### src/ccrl_pkg.sv
// ----------------------------------------------------------------------------
// ccrl_pkg
// Shared types and constants of the character class range lookup block:
// field widths, item kinds, command opcodes and register indexes.
// ----------------------------------------------------------------------------
package ccrl_pkg;

  // field widths
  localparam int CODE_W  = 21;
  localparam int CLASS_W = 8;
  localparam int SLOT_W  = 8;
  localparam int KIND_W  = 2;
  localparam int COUNT_W = 9;

  // configuration port
  localparam int PADDR_W = 3;
  localparam int PDATA_W = 32;

  // register indexes, taken from paddr[2]
  localparam logic REG_DEFAULT_CLASS = 1'b0;
  localparam logic REG_RANGE_COUNT   = 1'b1;

  // item kinds
  localparam logic [KIND_W-1:0] KIND_LOAD_DIRECT = 2'd0;
  localparam logic [KIND_W-1:0] KIND_LOAD_RANGE  = 2'd1;
  localparam logic [KIND_W-1:0] KIND_LOOKUP      = 2'd2;

  // commands handed from the front to the back
  typedef enum logic [1:0] {
    OP_LOAD_DIRECT = 2'd0,
    OP_LOAD_RANGE  = 2'd1,
    OP_LOOK_DIRECT = 2'd2,
    OP_LOOK_RANGE  = 2'd3
  } ccrl_op_t;

  typedef struct packed {
    ccrl_op_t            op;
    logic [SLOT_W-1:0]   slot;
    logic [CODE_W-1:0]   range_first;
    logic [CODE_W-1:0]   range_last;
    logic [CLASS_W-1:0]  class_value;
    logic [CODE_W-1:0]   code;
  } ccrl_cmd_t;

  // register values seen by the back
  typedef struct packed {
    logic [CLASS_W-1:0] default_class;
    logic [COUNT_W-1:0] range_count;
  } ccrl_cfg_t;

endpackage

### src/ccrl_ifs.sv
// ----------------------------------------------------------------------------
// ccrl channel interfaces
// Valid/ready channels for input items and lookup results.
// ----------------------------------------------------------------------------
interface ccrl_item_if;
  logic                          valid;
  logic                          ready;
  logic [ccrl_pkg::KIND_W-1:0]   kind;
  logic [ccrl_pkg::SLOT_W-1:0]   slot;
  logic [ccrl_pkg::CODE_W-1:0]   range_low;
  logic [ccrl_pkg::CODE_W-1:0]   range_high;
  logic [ccrl_pkg::CLASS_W-1:0]  class_value;
  logic [ccrl_pkg::CODE_W-1:0]   code;

  modport source (
    output valid, kind, slot, range_low, range_high, class_value, code,
    input  ready
  );
  modport sink (
    input  valid, kind, slot, range_low, range_high, class_value, code,
    output ready
  );
endinterface


### src/ccrl_front.sv
// ----------------------------------------------------------------------------
// ccrl_front
// Accepts input items, turns them into commands and queues them in a
// two-entry fifo. Items that change nothing are accepted and dropped.
// ----------------------------------------------------------------------------
module ccrl_front #(
  parameter int RANGE_DEPTH = 256,
  parameter int DIRECT_SIZE = 128
) (
  input  logic                clk,
  input  logic                rst,
  ccrl_item_if.sink           item,
  output logic                cmd_valid,
  input  logic                cmd_ready,
  output ccrl_pkg::ccrl_cmd_t cmd
);

  ccrl_pkg::ccrl_cmd_t cls;
  logic                keep;
  logic                push;
  logic                pop;
  logic [1:0]          count;
  logic                wr_ptr;
  logic                rd_ptr;
  ccrl_pkg::ccrl_cmd_t q_mem [2];

  // classify the incoming item
  always_comb begin
    keep            = 1'b0;
    cls.op          = ccrl_pkg::OP_LOOK_RANGE;
    cls.slot        = item.slot;
    cls.range_last  = item.range_high;
    cls.class_value = item.class_value;
    cls.code        = item.code;
    // a first bound inside the direct span starts at the end of that span
    if (32'(item.range_low) < 32'(DIRECT_SIZE)) begin
      cls.range_first = ccrl_pkg::CODE_W'(DIRECT_SIZE);
    end else begin
      cls.range_first = item.range_low;
    end
    case (item.kind)
      ccrl_pkg::KIND_LOAD_DIRECT: begin
        cls.op = ccrl_pkg::OP_LOAD_DIRECT;
        keep   = 32'(item.slot) < 32'(DIRECT_SIZE);
      end
      ccrl_pkg::KIND_LOAD_RANGE: begin
        cls.op = ccrl_pkg::OP_LOAD_RANGE;
        keep   = 32'(item.slot) < 32'(RANGE_DEPTH);
      end
      ccrl_pkg::KIND_LOOKUP: begin
        keep = 1'b1;
        if (32'(item.code) < 32'(DIRECT_SIZE)) begin
          cls.op = ccrl_pkg::OP_LOOK_DIRECT;
        end else begin
          cls.op = ccrl_pkg::OP_LOOK_RANGE;
        end
      end
      default: begin
        keep = 1'b0;
      end
    endcase
  end

  // fifo handshake
  assign item.ready = (count != 2'd2);
  assign push       = item.valid && item.ready && keep;
  assign cmd_valid  = (count != 2'd0);
  assign pop        = cmd_valid && cmd_ready;
  assign cmd        = q_mem[rd_ptr];

  // fifo pointers and fill level
  always_ff @(posedge clk) begin
    if (rst) begin
      count  <= 2'd0;
      wr_ptr <= 1'b0;
      rd_ptr <= 1'b0;
    end else begin
      if (push) begin
        wr_ptr <= ~wr_ptr;
      end
      if (pop) begin
        rd_ptr <= ~rd_ptr;
      end
      case ({push, pop})
        2'b10:   count <= count + 2'd1;
        2'b01:   count <= count - 2'd1;
        default: count <= count;
      endcase
    end
  end

  // fifo storage
  always_ff @(posedge clk) begin
    if (push) begin
      q_mem[wr_ptr] <= cls;
    end
  end

endmodule

### src/flat_wrapper.sv
// flat-port wrapper written by rule: the top's interface ports become plain ports
module ccrl_front_flat 
#(
  parameter int RANGE_DEPTH = 256,
  parameter int DIRECT_SIZE = 128
)
  (clk, rst, cmd_valid, cmd_ready, cmd, item_valid, item_kind, item_slot, item_range_low, item_range_high, item_class_value, item_code, item_ready);
  ccrl_item_if item_i ();
  input  logic clk;
  input  logic rst;
  output logic cmd_valid;
  input  logic cmd_ready;
  output ccrl_pkg::ccrl_cmd_t cmd;
  input wire logic [$bits(item_i.valid)-1:0] item_valid;
  input wire logic [$bits(item_i.kind)-1:0] item_kind;
  input wire logic [$bits(item_i.slot)-1:0] item_slot;
  input wire logic [$bits(item_i.range_low)-1:0] item_range_low;
  input wire logic [$bits(item_i.range_high)-1:0] item_range_high;
  input wire logic [$bits(item_i.class_value)-1:0] item_class_value;
  input wire logic [$bits(item_i.code)-1:0] item_code;
  output wire logic [$bits(item_i.ready)-1:0] item_ready;
  assign item_i.valid = item_valid;
  assign item_i.kind = item_kind;
  assign item_i.slot = item_slot;
  assign item_i.range_low = item_range_low;
  assign item_i.range_high = item_range_high;
  assign item_i.class_value = item_class_value;
  assign item_i.code = item_code;
  assign item_ready = item_i.ready;
  ccrl_front #(.RANGE_DEPTH(RANGE_DEPTH), .DIRECT_SIZE(DIRECT_SIZE)) u_core (.clk(clk), .rst(rst), .item(item_i), .cmd_valid(cmd_valid), .cmd_ready(cmd_ready), .cmd(cmd));
endmodule
### config.mk
export PLATFORM = sky130hd
export DESIGN_NAME = ccrl_front_flat
export DESIGN_NICKNAME = d
export VERILOG_FILES = /design/src/ccrl_pkg.sv /design/src/ccrl_ifs.sv /design/src/ccrl_front.sv /design/src/flat_wrapper.sv
export SDC_FILE = /design/constraint.sdc
export NUM_CORES = 1
export LEC_CHECK = 0
export BUFFER_PORTS_ARGS = -buffer_cell sky130_fd_sc_hd__buf_2
export CAP_MARGIN = 20
export CORE_MARGIN = 1.5
export CORE_UTILIZATION = 56
export DETAILED_ROUTE_END_ITERATION = 8
export PLACE_DENSITY = 0.81
export SYNTH_ARGS = -nofsm -noshare
export SYNTH_HDL_FRONTEND = slang
export SYNTH_SLANG_ARGS = --single-unit
### constraint.sdc
create_clock -name clk -period 8.4 [get_ports clk]
set_input_delay 0 -clock clk [delete_from_list [all_inputs] [get_ports clk]]
set_output_delay 0 -clock clk [all_outputs]
set_load 0.01 [all_outputs]
======== Word level (Yosys, flattened, before mapping) ========
Memories as Yosys holds them, arrays and structs flattened. A register that Yosys moved wholly into a read port is not among the register bits.
Cells that the tools add are included.
storage, ports and cells
  register bits ........................... 4
  RAM bits ................................ 162
  output and inout port bits .............. 83
  logic and storage cells ................. 32
  memories kept ........................... 1
operators by class
  add/sub/neg operators ................... 2
  $lt $le $gt $ge ......................... 3
  equality and inequality tests ........... 5
  mux-type cells .......................... 9
  bitwise operators ....................... 2
  reduce and logical (&&, ||, !) cells .... 7
memories
  memory        depth  bits a word  read ports  clocked after memory_dff  write ports  line              text
  u_core.q_mem  2      81           1           1                         1            ccrl_front.sv:25  ccrl_pkg::ccrl_cmd_t q_mem [2];
operator list
  kind                                                                    number
  21-bit by 8-bit < comparator with 1-bit output (second input constant)  2
  21-bit two-way mux                                                      1
  8-bit < comparator (second input constant)                              1
  2-bit case mux with 3 select lines                                      1
  1-bit two-way mux                                                       5
  2-bit by 1-bit == test with 1-bit output (second input constant)        2
  2-bit == test (second input constant)                                   2
  2-bit case mux with 2 select lines                                      1
  2-bit nonzero test                                                      2
  1-bit logical AND                                                       3
  2-bit by 1-bit adder with 2-bit output (second input constant)          1
  2-bit zero test                                                         1
  2-bit inequality test (second input constant)                           1
  1-bit inverter                                                          2
  1-bit case mux with 2 select lines                                      1
  2-bit OR reduction                                                      1
  2-bit by 1-bit subtractor with 2-bit output (second input constant)     1

======== Longest topological paths before layout ========
Gate-level depths: netlist of run 1.
  depth after elaboration ................. 6
  mapped depth ............................ 8
  depth with buffers taken out ............ 8

======== Worst setup path after synthesis of run 1 ========
OpenSTA, ideal clock, no wires.
  path kind ............................... reg-to-reg
  start ................................... register u_core.count[0]
  end ..................................... memory u_core.q_mem[0][0] in the netlist's numbering (enable)
  arrival ................................. 4.165 ns
  required time ........................... 7.879 ns
  path slack .............................. 3.714 ns
  stages on the path, launching flop included .. 4
  path buffers ............................ 0
  clock period less this slack ............ 4.686 ns
  cells stage by stage .................... dfxtp_1 > nand2b_1 > o2111ai_2 > nor2_1
on the way
  word-level cells in the longest chain between the ends .. 5
RTL lines
  element                                  line                text
  from (decl)                              ccrl_front.sv:22    logic [1:0] count;
  from (signal assigned)                   ccrl_front.sv:85    2'b10: count <= count + 2'd1;
  from (signal assigned)                   ccrl_front.sv:86    2'b01: count <= count - 2'd1;
  from (signal assigned)                   ccrl_front.sv:87    default: count <= count;
  2-bit inequality test                    ccrl_front.sv:65    assign item.ready = (count != 2'd2);
  via item_ready                           flat_wrapper.sv:21  output wire logic [$bits(item_i.ready)-1:0] item_ready;
  1-bit logical AND (2 in series)          ccrl_front.sv:66    assign push = item.valid && item.ready && keep;
  1-bit two-way mux                        ccrl_front.sv:94    if (push) begin
  1-bit two-way mux (implied by the code)  ccrl_front.sv:95    q_mem[wr_ptr] <= cls;
  to (decl)                                ccrl_front.sv:25
The timed path passes the listed nets, and every way through them passes these cells.

======== Worst setup path after layout of run 1 ========
  start ................................... register u_core.count[0]
  end ..................................... memory u_core.q_mem[1][65] in the netlist's numbering (enable)
on the way
  word-level cells in the longest chain between the ends .. 5
RTL lines
  element                                  line
  2-bit inequality test                    ccrl_front.sv:65
  1-bit logical AND (2 in series)          ccrl_front.sv:66
  1-bit two-way mux                        ccrl_front.sv:94
  1-bit two-way mux (implied by the code)  ccrl_front.sv:95
Every way passes these cells.

==> reports/results.tsv, run 1 <==
stage	metric	value	unit
run_status	status	finished clean	
timing	grt_setup_unrepaired	false	
clock_network	cts.path.max_buffers	2	
detailed_routing	drc_errors	0	
worst_setup_path	worstPathArrival	2.37	ns
yosys	yosysWarnings	0	
clock_network	cts_tree	yes	
worst_setup_path	r2r_cells	4	
timing	hold_viol	0	
clock_network	clock_sinks	167	
clock_network	clk_root_buffer_cell	clkbuf_8	
worst_setup_path	crit_type	flip-flop to flip-flop	
yosys	synth_fp_nets	406	
global_routing	track_usage	22.8	%
timing	skew	0.00669	ns
final_layout	final_core_util	79.7	%
timing	fin_crit_sh	26.7	%
detailed_routing	num_vias	3710	
job	drv_cap	0	
clock_network	cts_buffers	17	
floorplanning	coreArea	10900	um^2
hold_path	holdCritPathClass	input pin to flip-flop	
floorplanning	die_h	109	um
yosys	syn_avg_cell_area	19.8	um^2
pwr	p_leak	3.25	nW
final_layout	area_growth	38.2	%
timing	fin_crit	2.24	ns
final_layout	insertedDiodeCount	0	
floorplanning	start_util	57.7	%
floorplanning	core.rowCount	38	
worst_setup_path	critPathMaxFanout	81	
worst_setup_path	critPathLaunchType	flip-flop	
worst_setup_path	slowest_stage	buf_4	
global_routing	grt_pass1_wl	19500	um
floorplanning	die_x	109	um
hold_path	worst_hold_path.num_cells	3	
floorplanning	io_pins	168	
timing	fmax	0.445	GHz
place	hpwl	7020	um
final_layout	fin_nets	659	
detailed_routing	drt_first_pass_iters	4	
yosys	synth_cell_types	22	
place	routabilityCongestion	0.738	
clock_network	clk_pin_slew	0.07	ns
worst_setup_path	critical_path.max_stage_delay	0.81	ns
global_routing	first_global_vias	3840	
worst_setup_path	worst_setup_path_end_kind	flip-flop	
yosys	seq_area_frac_synth	79.1	%
worst_setup_path	crit_required	8.52	ns
worst_setup_path	cp_cell_sequence	nand2b_1 > o2111ai_2 > nor2_4 > buf_4	
detailed_routing	drtAntennaViolNets	0	
clock_network	clk_latency	0.51	ns
pwr	irDropWorstVdd	0.183	mV
detailed_routing	drt_iter0_drc	230	
detailed_routing	wire_per_inst	18.0	um
global_routing	grt_start_max_net_pins	82	
timing	setup_tns	0	ns
timing	slew_violations	0	
timing	setup_viol	0	
global_routing	grt_overflow_total	0	
detailed_routing	routed_via_density	5.13	
floorplanning	die_area	11900	um^2
yosys	netlist_area	6280	um^2
final_layout	drive_gt1_share	49.4	%
clock_network	cts_resized	0	
global_routing	grt_antenna_before_repair	0	
place	port_buffers	167	
timing	max-slew-margin-rel	28.0	%
yosys	syn_inst	317	
yosys	synth-seq-cells	167	
clock_network	h-tree-depth	4	
detailed_routing	routed_wl	13000	um
pwr	power.density	252	nW/um^2
timing	worstMarginPinSlew	1.08	ns
==> worst max-delay path, delay by kind of cell, from the launching register on <==
family                 cells  cell delay [ns]
flip-flops                 1             0.40
buffers and inverters      1             0.81
AND/OR/NAND/NOR            2             0.32
AO/OA/AOI/OAI              1             0.27
==> stage by stage <==
step                cells  total power [W]  cell area (um^2)  worst slack [ns]  hold slack [ns]
global placement      604          0.00144              7230              6.24            0.188
finish                723          0.00218              8680              6.16           0.0702
floorplan             317          0.00129              6280              3.71           0.0691
CTS                   721          0.00218              8620              6.16          0.00537
global route          723          0.00227              8680              5.98           0.0603
detailed placement    604          0.00145              7230              6.19            0.193
==> kinds of logic (layout without fill, tap and decap cells) <==
kind of cell	count (synthesis)	in the layout	share of synthesized area, %
AND/OR/NAND/NOR	30	30	2.67
multiplexers	81	81	14.5
flip-flops	167	167	79.1
XOR/XNOR	4	4	0.558
adder cells (fa/ha/maj)	4	4	0.797
AO/OA/AOI/OAI	5	5	0.618
buffers and inverters	26	292	1.73
==> layer usage <==
metal | GRT usage (%) | vias up | routed length (um)
li1 | - | 1731 | -
met1 | 26.1 | 1804 | 4950
met2 | 40.3 | 148 | 6890
met3 | 5.98 | 27 | 777
met4 | 9.68 | 0 | 366
met5 | 0 | - | 0
==> path summary, 6_finish.rpt <==
check	startpoint	end	slack (ns)
max	u_core.count[0]$_SDFFE_PP0P_	u_core.q_mem[1][65]$_DFFE_PP_	6.16
min	item_kind[1]	u_core.q_mem[0][79]$_DFFE_PP_	0.07
max reg2reg	u_core.count[0]$_SDFFE_PP0P_	u_core.q_mem[1][65]$_DFFE_PP_	6.16
min reg2reg	u_core.count[1]$_SDFFE_PP0P_	u_core.count[1]$_SDFFE_PP0P_	0.52
==> cell usage in the layout, fill, tap and decap left out, types with 2 or more instances in the layout <==
master	n
and2_1	8
buf_16	2
buf_2	167
buf_4	2
clkbuf_16	16
clkinv_2	3
clkinv_4	4
clkinvlp_4	2
dfxtp_1	4
dlygate4sd3_1	85
edfxtp_1	162
ha_1	4
inv_1	4
inv_6	3
mux2_2	81
nand2b_1	2
nand4_1	2
nor2_1	6
nor2_4	2
nor4_1	6
o21ai_0	2
xnor2_1	3
==> repair_timing <==
item | in CTS | in global routing
hold buffers | 85 | 0
endpoints found under the hold margin | 166 | 0
setup buffers | 0 | 0
==> sequential cells by signal (all words and copies together) (netlist names), named ones only <==
signal	count
u_core.rd_ptr	1
u_core.q_mem	162
u_core.count	2
u_core.wr_ptr	1
==> power breakdown <==
part / internal [W] / switching (W)
Combinational: 0.000240 / 0.000226
Clock: 0.000395 / 0.000311
Sequential: 0.000982 / 0.0000299
==> layout make-up <==
type                            count  area, um^2
Fill cell                         560        2210
Clock inverter                     14         125
Timing Repair Buffer              256        1760
Tap cell                          140         175
Clock buffer                       18         418
Inverter                            4        15.0
Multi-Input combinational cell    124        1220
Sequential cell                   167        4970
==> cell usage after synthesis <==
cell type	n	share of area, %
edfxtp_1	162	77
nor4_1	6	0.60
and2_1	8	0.80
inv_1	4	0.24
nand2b_1	2	0.20
mux2_2	81	15
nor2b_1	1	0.10
buf_2	9	0.72
xnor2_1	3	0.42
dfxtp_1	5	1.6
xor2_1	1	0.14
nor2_1	8	0.48
or2_1	1	0.10
o21ai_0	2	0.16
o2111ai_2	1	0.24
a31o_2	1	0.14
nand4_1	2	0.20
a21oi_1	1	0.080
or2_2	1	0.10
clkbuf_1	13	0.78
or3_1	1	0.10
ha_1	4	0.80
Power figures use the tool's default switching activity.
==> inputs of run 2 (changes only) <==
--- a/config.mk
+++ b/config.mk
@@ -8,9 +8,9 @@
 export BUFFER_PORTS_ARGS = -buffer_cell sky130_fd_sc_hd__buf_2
 export CAP_MARGIN = 20
 export CORE_MARGIN = 1.5
-export CORE_UTILIZATION = 56
+export CORE_UTILIZATION = 52
 export DETAILED_ROUTE_END_ITERATION = 8
-export PLACE_DENSITY = 0.81
+export PLACE_DENSITY = 0.76
 export SYNTH_ARGS = -nofsm -noshare
 export SYNTH_HDL_FRONTEND = slang
 export SYNTH_SLANG_ARGS = --single-unit
==> constraint.sdc (replaced) <==
create_clock -name clk -period 2.2 [get_ports clk]
set_input_delay 0 -clock clk [delete_from_list [all_inputs] [get_ports clk]]
set_output_delay 0 -clock clk [all_outputs]
set_load 0.01 [all_outputs]
==> reports/results.tsv, run 2 (synthesis gave the netlist of run 1 again) <==
stage	metric	value	unit	change
run_status	status	finished clean		unchanged
floorplanning	core.rowCount	39		was 38
pwr	switching_share	23.5	%	was 26.0%
floorplanning	die_area	12700	um^2	was 11900 um^2
detailed_routing	drc_errors	0		unchanged
timing	fmax	0.526	GHz	
global_routing	track_usage	20.9	%	was 22.8%
clock_network	clk_latency	0.42	ns	was 0.51 ns
pwr	internal_power	0.00676	W	was 0.00162 W
clock_network	post_cts_buffers	0		unchanged
final_layout	final_cell_area	8810	um^2	was 8680 um^2
final_layout	layout.cells.non_filler	724		was 723
final_layout	fin_nets	657		was 659
timing	skew	0.00736	ns	was 0.00669 ns
worst_setup_path	r2r_cells	5		was 4
timing	setup_tns	0	ns	unchanged
worst_setup_path	cp_cell_sequence	buf_4 > mux2_2 > buf_2		was nand2b_1 > o2111ai_2 > nor2_4 > buf_4
timing	worstMarginPinSlew	0.477	ns	was 1.08 ns
timing	whs	0.0170	ns	was 0.0702 ns
place	placed_cell_area	7350	um^2	was 7230 um^2
final_layout	top_register	u_core.q_mem		unchanged
floorplanning	io_pins	168		unchanged
worst_setup_path	crit_required	2.20	ns	was 8.52 ns
detailed_routing	wire_per_inst	17.8	um	was 18.0 um
place	place_inst	612		was 604
clock_network	cts_resized	0		unchanged
clock_network	clock_sinks	167		unchanged
floorplanning	die_h	113	um	was 109 um
clock_network	clk_root_buffer_cell	clkbuf_16		was clkbuf_8
timing	fin_crit_sh	86.4	%	
detailed_routing	drt_first_pass_iters	4		unchanged
pwr	clockPowerShare	36.0	%	was 32.3%
hold_path	worst_hold_path.num_cells	4		was 3
pwr	seqPwrFrac	44.1	%	was 46.3%
floorplanning	coreArea	11600	um^2	was 10900 um^2
global_routing	grt_overflow_total	0		unchanged
worst_setup_path	critPathLaunchType	flip-flop		unchanged
timing	hold_viol	0		unchanged
worst_setup_path	crit_type	flip-flop to output port		was flip-flop to flip-flop
place	hpwl	7490	um	was 7020 um
place	port_buffers	167		unchanged
floorplanning	start_util	54.1	%	was 57.7%
worst_setup_path	critical_path.max_stage_delay	0.65	ns	was 0.81 ns
pwr	irDropWorstVdd	0.680	mV	was 0.183 mV
timing	fin_crit	1.90	ns	
pwr	p_switching	0.00208	W	was 0.000567 W
final_layout	final_cell_mix	buf_2 (167), edfxtp_1 (162), mux2_2 (81)		was buf_2 (167), edfxtp_1 (162), dlygate4sd3_1 (85)
floorplanning	die_x	113	um	was 109 um
timing	grt_setup_unrepaired	false		unchanged
detailed_routing	drt_iter0_drc	233		was 230
final_layout	drive_gt1_share	50.4	%	was 49.4%
clock_network	cts.path.max_buffers	2		unchanged
global_routing	grt_start_max_net_pins	44		was 82
pwr	p_leak	3.30	nW	was 3.25 nW
place	routabilityCongestion	0.752		was 0.738
worst_setup_path	worst_setup_path_end_kind	output port		was flip-flop
clock_network	cts_tree	yes		unchanged
pwr	power.density	1000	nW/um^2	was 252 nW/um^2
hold_path	holdCritPathClass	input pin to flip-flop		unchanged
detailed_routing	routed_via_density	5.12		was 5.13
clock_network	clk_pin_slew	0.06	ns	was 0.07 ns
detailed_routing	num_vias	3704		was 3710
timing	max-slew-margin-rel	68.2	%	was 28.0%
timing	slew_violations	0		unchanged
detailed_routing	routed_wl	12900	um	was 13000 um
detailed_routing	drtAntennaViolNets	0		unchanged
worst_setup_path	critPathMaxFanout	33		was 81
timing	setup_viol	0		unchanged
final_layout	final_common_cell	buf_2		unchanged
job	drv_cap	0		unchanged
worst_setup_path	slowest_stage	dfxtp_4		was buf_4
global_routing	grt_pass1_wl	19900	um	was 19500 um
pwr	combPwrFrac	19.9	%	was 21.3%
worst_setup_path	worstPathArrival	1.90	ns	was 2.37 ns
final_layout	insertedDiodeCount	0		unchanged
final_layout	largestRegisters	u_core.q_mem x162, u_core.count x2		unchanged
final_layout	area_growth	40.3	%	was 38.2%
clock_network	cts_buffers	17		unchanged
clock_network	h-tree-depth	4		unchanged
global_routing	first_global_vias	4024		was 3840
global_routing	grt_antenna_before_repair	0		unchanged
final_layout	largest_register_ffs	162		unchanged
## run 2: changes by cell type in the layout (fill, tap and decap cells not counted), sizes merged
cell,previous run,this run
dlygate4sd3,85,80
clkbuf,18,25
bufinv,1,4
buf,171,174
clkinv,8,2
inv,7,4
clkinvlp,2,1
## run 2: critical path, delay by kind of cell (launching register included)
kind                   cells  cell delay (ns)
flip-flops                 1             0.65
buffers and inverters      2             0.44
multiplexers               1             0.37
## run 2: worst paths after layout
| check | from | end | slack (ns) |
|---|---|---|---|
| setup / recovery | flip-flop | cmd[41] | 0.30 |
| hold / removal | cmd_ready | flip-flop | 0.02 |
| setup reg to reg | u_core.count[1]$_SDFFE_PP0P_ | u_core.count[1]$_SDFFE_PP0P_ | 0.48 |
| hold reg to reg | u_core.rd_ptr$_SDFFE_PP0P_ | flip-flop | 0.52 |
## run 2: power by group through the flow
stage | Sequential [W] | Combinational, W | Clock [W]
2_1_floorplan | 0.00386 | 0.00108 | 0
3_3_place_gp | 0.00395 | 0.00162 | 0
3_5_place_dp | 0.00396 | 0.00165 | 0
4_1_cts | 0.00390 | 0.00177 | 0.00324
5_1_grt | 0.00392 | 0.00188 | 0.00336
6_report | 0.00390 | 0.00176 | 0.00319
## run 2: layer usage
metal  track usage [%]  share of wire (%)  up-vias
li1                  -                  -     1726
met1              22.5                 37     1833
met2              38.0                 55      119
met3              5.41                5.0       26
met4              10.8                2.9        0
met5                 0                  0        -
## run 2: final cells by class
| class | instances | area (um^2) |
|---|---|---|
| Tap cell | 143 | 179 |
| Clock buffer | 25 | 515 |
| Fill cell | 694 | 2810 |
| Multi-Input combinational cell | 124 | 1240 |
| Clock inverter | 7 | 138 |
| Sequential cell | 167 | 4970 |
| Inverter | 4 | 15.0 |
| Timing Repair Buffer | 254 | 1750 |
## run 2: repair_timing
action,4_1_cts,5_1_grt
endpoints found under the setup margin,0,0
hold buffers,80,0
hold endpoints to repair,163,0
## run 2: stage by stage
stage,total power [W],setup slack [ns],utilization [%]
3_5_place_dp,0.00561,0.431,63.3
5_1_grt,0.00916,0.234,75.8
2_1_floorplan,0.00494,-0.123,-
6_report,0.00884,0.299,75.8
3_3_place_gp,0.00557,0.531,63.3
4_1_cts,0.00890,0.275,75.8
==> inputs of run 3 (changes only) <==
==> constraint.sdc (replaced) <==
create_clock -name clk -period 2 [get_ports clk]
set_input_delay 0 -clock clk [delete_from_list [all_inputs] [get_ports clk]]
set_output_delay 0 -clock clk [all_outputs]
set_load 0.01 [all_outputs]
==> reports/results.tsv, run 3 (synthesis gave the netlist of run 1 again) <==
stage	metric	value	unit	change
run_status	status	finished clean		unchanged
hold_path	holdCritPathClass	input pin to flip-flop		unchanged
global_routing	grt_antenna_before_repair	0		unchanged
timing	fin_crit_sh	90.8	%	
detailed_routing	drt_iter0_drc	215		was 233
timing	max-slew-margin-rel	75.5	%	was 68.2%
clock_network	cts_buffers	17		unchanged
floorplanning	io_pins	168		unchanged
clock_network	cts.path.max_buffers	2		unchanged
place	port_buffers	167		unchanged
detailed_routing	routed_wl	12500	um	was 12900 um
worst_setup_path	worstPathArrival	1.82	ns	was 1.90 ns
final_layout	final_cell_mix	buf_2 (167), edfxtp_1 (162), mux2_2 (81)		unchanged
worst_setup_path	crit_required	2.00	ns	was 2.20 ns
worst_setup_path	crit_type	flip-flop to output port		unchanged
worst_setup_path	critPathTopFamily	flip-flops		unchanged
final_layout	top_register	u_core.q_mem		unchanged
detailed_routing	drc_errors	0		unchanged
timing	fmax	0.551	GHz	
worst_setup_path	critPathMaxFanout	44		was 33
pwr	irDropWorstVdd	0.672	mV	was 0.680 mV
worst_setup_path	worst_setup_path_end_kind	output port		unchanged
clock_network	cts_tree	yes		unchanged
clock_network	cts_resized	0		unchanged
final_layout	insertedDiodeCount	0		unchanged
timing	setup_viol	0		unchanged
final_layout	largest_register_ffs	162		unchanged
floorplanning	core.rowCount	39		unchanged
detailed_routing	wire_per_inst	17.3	um	was 17.8 um
worst_setup_path	critPathBufInv	2		unchanged
global_routing	first_global_vias	3933		was 4024
global_routing	grt_pass1_wl	19100	um	was 19900 um
floorplanning	coreArea	11600	um^2	unchanged
final_layout	final_common_cell	buf_2		unchanged
floorplanning	die_x	113	um	unchanged
timing	finalWorstSetupSlack	0.185	ns	was 0.299 ns
final_layout	drive_gt1_share	50.0	%	was 50.4%
timing	whs	0.0423	ns	was 0.0170 ns
pwr	power.density	1090	nW/um^2	was 1000 nW/um^2
floorplanning	start_util	54.1	%	unchanged
worst_setup_path	critPathLaunchType	flip-flop		unchanged
global_routing	grt_start_max_net_pins	48		was 44
clock_network	clk_pin_slew	0.06	ns	about the same
timing	grt_setup_unrepaired	false		unchanged
final_layout	area_growth	39.8	%	was 40.3%
timing	setup_tns	0	ns	unchanged
floorplanning	die_area	12700	um^2	unchanged
global_routing	grt_overflow_total	0		unchanged
job	drv_cap	0		unchanged
place	hpwl	7360	um	was 7490 um
clock_network	clk_latency	0.41	ns	was 0.42 ns
timing	skew	0.00638	ns	was 0.00736 ns
detailed_routing	drt_first_pass_iters	4		unchanged
final_layout	fin_nets	656		was 657
final_layout	largestRegisters	u_core.q_mem x162, u_core.count x2		unchanged
timing	hold_viol	0		unchanged
final_layout	final_core_util	75.5	%	was 75.8%
clock_network	clk_root_buffer_cell	clkbuf_16		unchanged
floorplanning	die_h	113	um	unchanged
worst_setup_path	critical_path.max_stage_delay	0.55	ns	was 0.65 ns
detailed_routing	drtAntennaViolNets	0		unchanged
global_routing	track_usage	20.1	%	was 20.9%
worst_setup_path	slowest_stage	dfxtp_4		unchanged
place	routabilityCongestion	0.738		was 0.752
worst_setup_path	cp_cell_sequence	buf_12 > mux2_2 > buf_2		was buf_4 > mux2_2 > buf_2
clock_network	post_cts_buffers	0		unchanged
clock_network	clock_sinks	167		unchanged
timing	fin_crit	1.82	ns	
detailed_routing	routed_via_density	5.07		was 5.12
clock_network	h-tree-depth	4		unchanged
timing	worstMarginPinSlew	0.363	ns	was 0.477 ns
pwr	power	0.00961	W	was 0.00884 W
pwr	p_leak	3.28	nW	was 3.30 nW
place	post-place-ws	0.264	ns	was 0.431 ns
detailed_routing	num_vias	3668		was 3704
timing	slew_violations	0		unchanged
[run 3: changes by cell type in the layout (fill, tap and decap cells not counted)]
cell      change
buf_4         -1
clkbuf_8      -3
clkinv_4      +1
clkbuf_1      +2
[run 3: layout make-up]
type                    instances  area (um^2)
fillers                       675         2840
repair buffers                253         1740
inverters                       4         15.0
multi-input cells             124         1240
clock buffers                  24          482
flip-flops and latches        167         4970
well taps                     143          179
clock inverters                 8          146
[run 3: metal layers]
metal / share of wire [%] / vias to the layer above / track usage, %
met1: 38 / 1771 / 21.8
met2: 53 / 135 / 35.9
met3: 5.8 / 36 / 5.41
li1: - / 1726 / -
met5: 0 / - / 0
met4: 3.2 / 0 / 11.3
[run 3: worst paths after layout]
kind	start	endpoint	slack, ns	cells past startpoint
max	flip-flop	cmd[12]	0.18	3
min	cmd_ready	u_core.rd_ptr$_SDFFE_PP0P_	0.04	4
min reg2reg	u_core.rd_ptr$_SDFFE_PP0P_	u_core.rd_ptr$_SDFFE_PP0P_	0.52	2
max reg2reg	u_core.count[1]$_SDFFE_PP0P_	u_core.count[1]$_SDFFE_PP0P_	0.28	5
[run 3: report_power, final]
part | total, W | switching [W] | leakage (nW) | internal, W
Combinational | 0.00195 | 0.000936 | 1.45 | 0.00102
Clock | 0.00340 | 0.00121 | 0.304 | 0.00219
Sequential | 0.00425 | 0.000126 | 1.52 | 0.00413
Total | 0.00961 | 0.00227 | 3.28 | 0.00733
[run 3: timing repair]
item,CTS,global route
hold endpoints to repair,163,0
setup endpoints to repair,0,0
hold buffers,80,0
[run 3: through the flow]
stage          cell area, um^2  std cells
2_1_floorplan             6310        317
3_5_place_dp              7340        611
6_report                  8770        723
4_1_cts                   8770        723
5_1_grt                   8770        723
3_3_place_gp              7340        611
[run 3: tightest hold or removal path, delay by kind of cell]
kind | cells | cell delay, ns
XOR/XNOR | 1 | 0.10
buffers and inverters | 1 | 0.08
AND/OR/NAND/NOR | 2 | 0.25
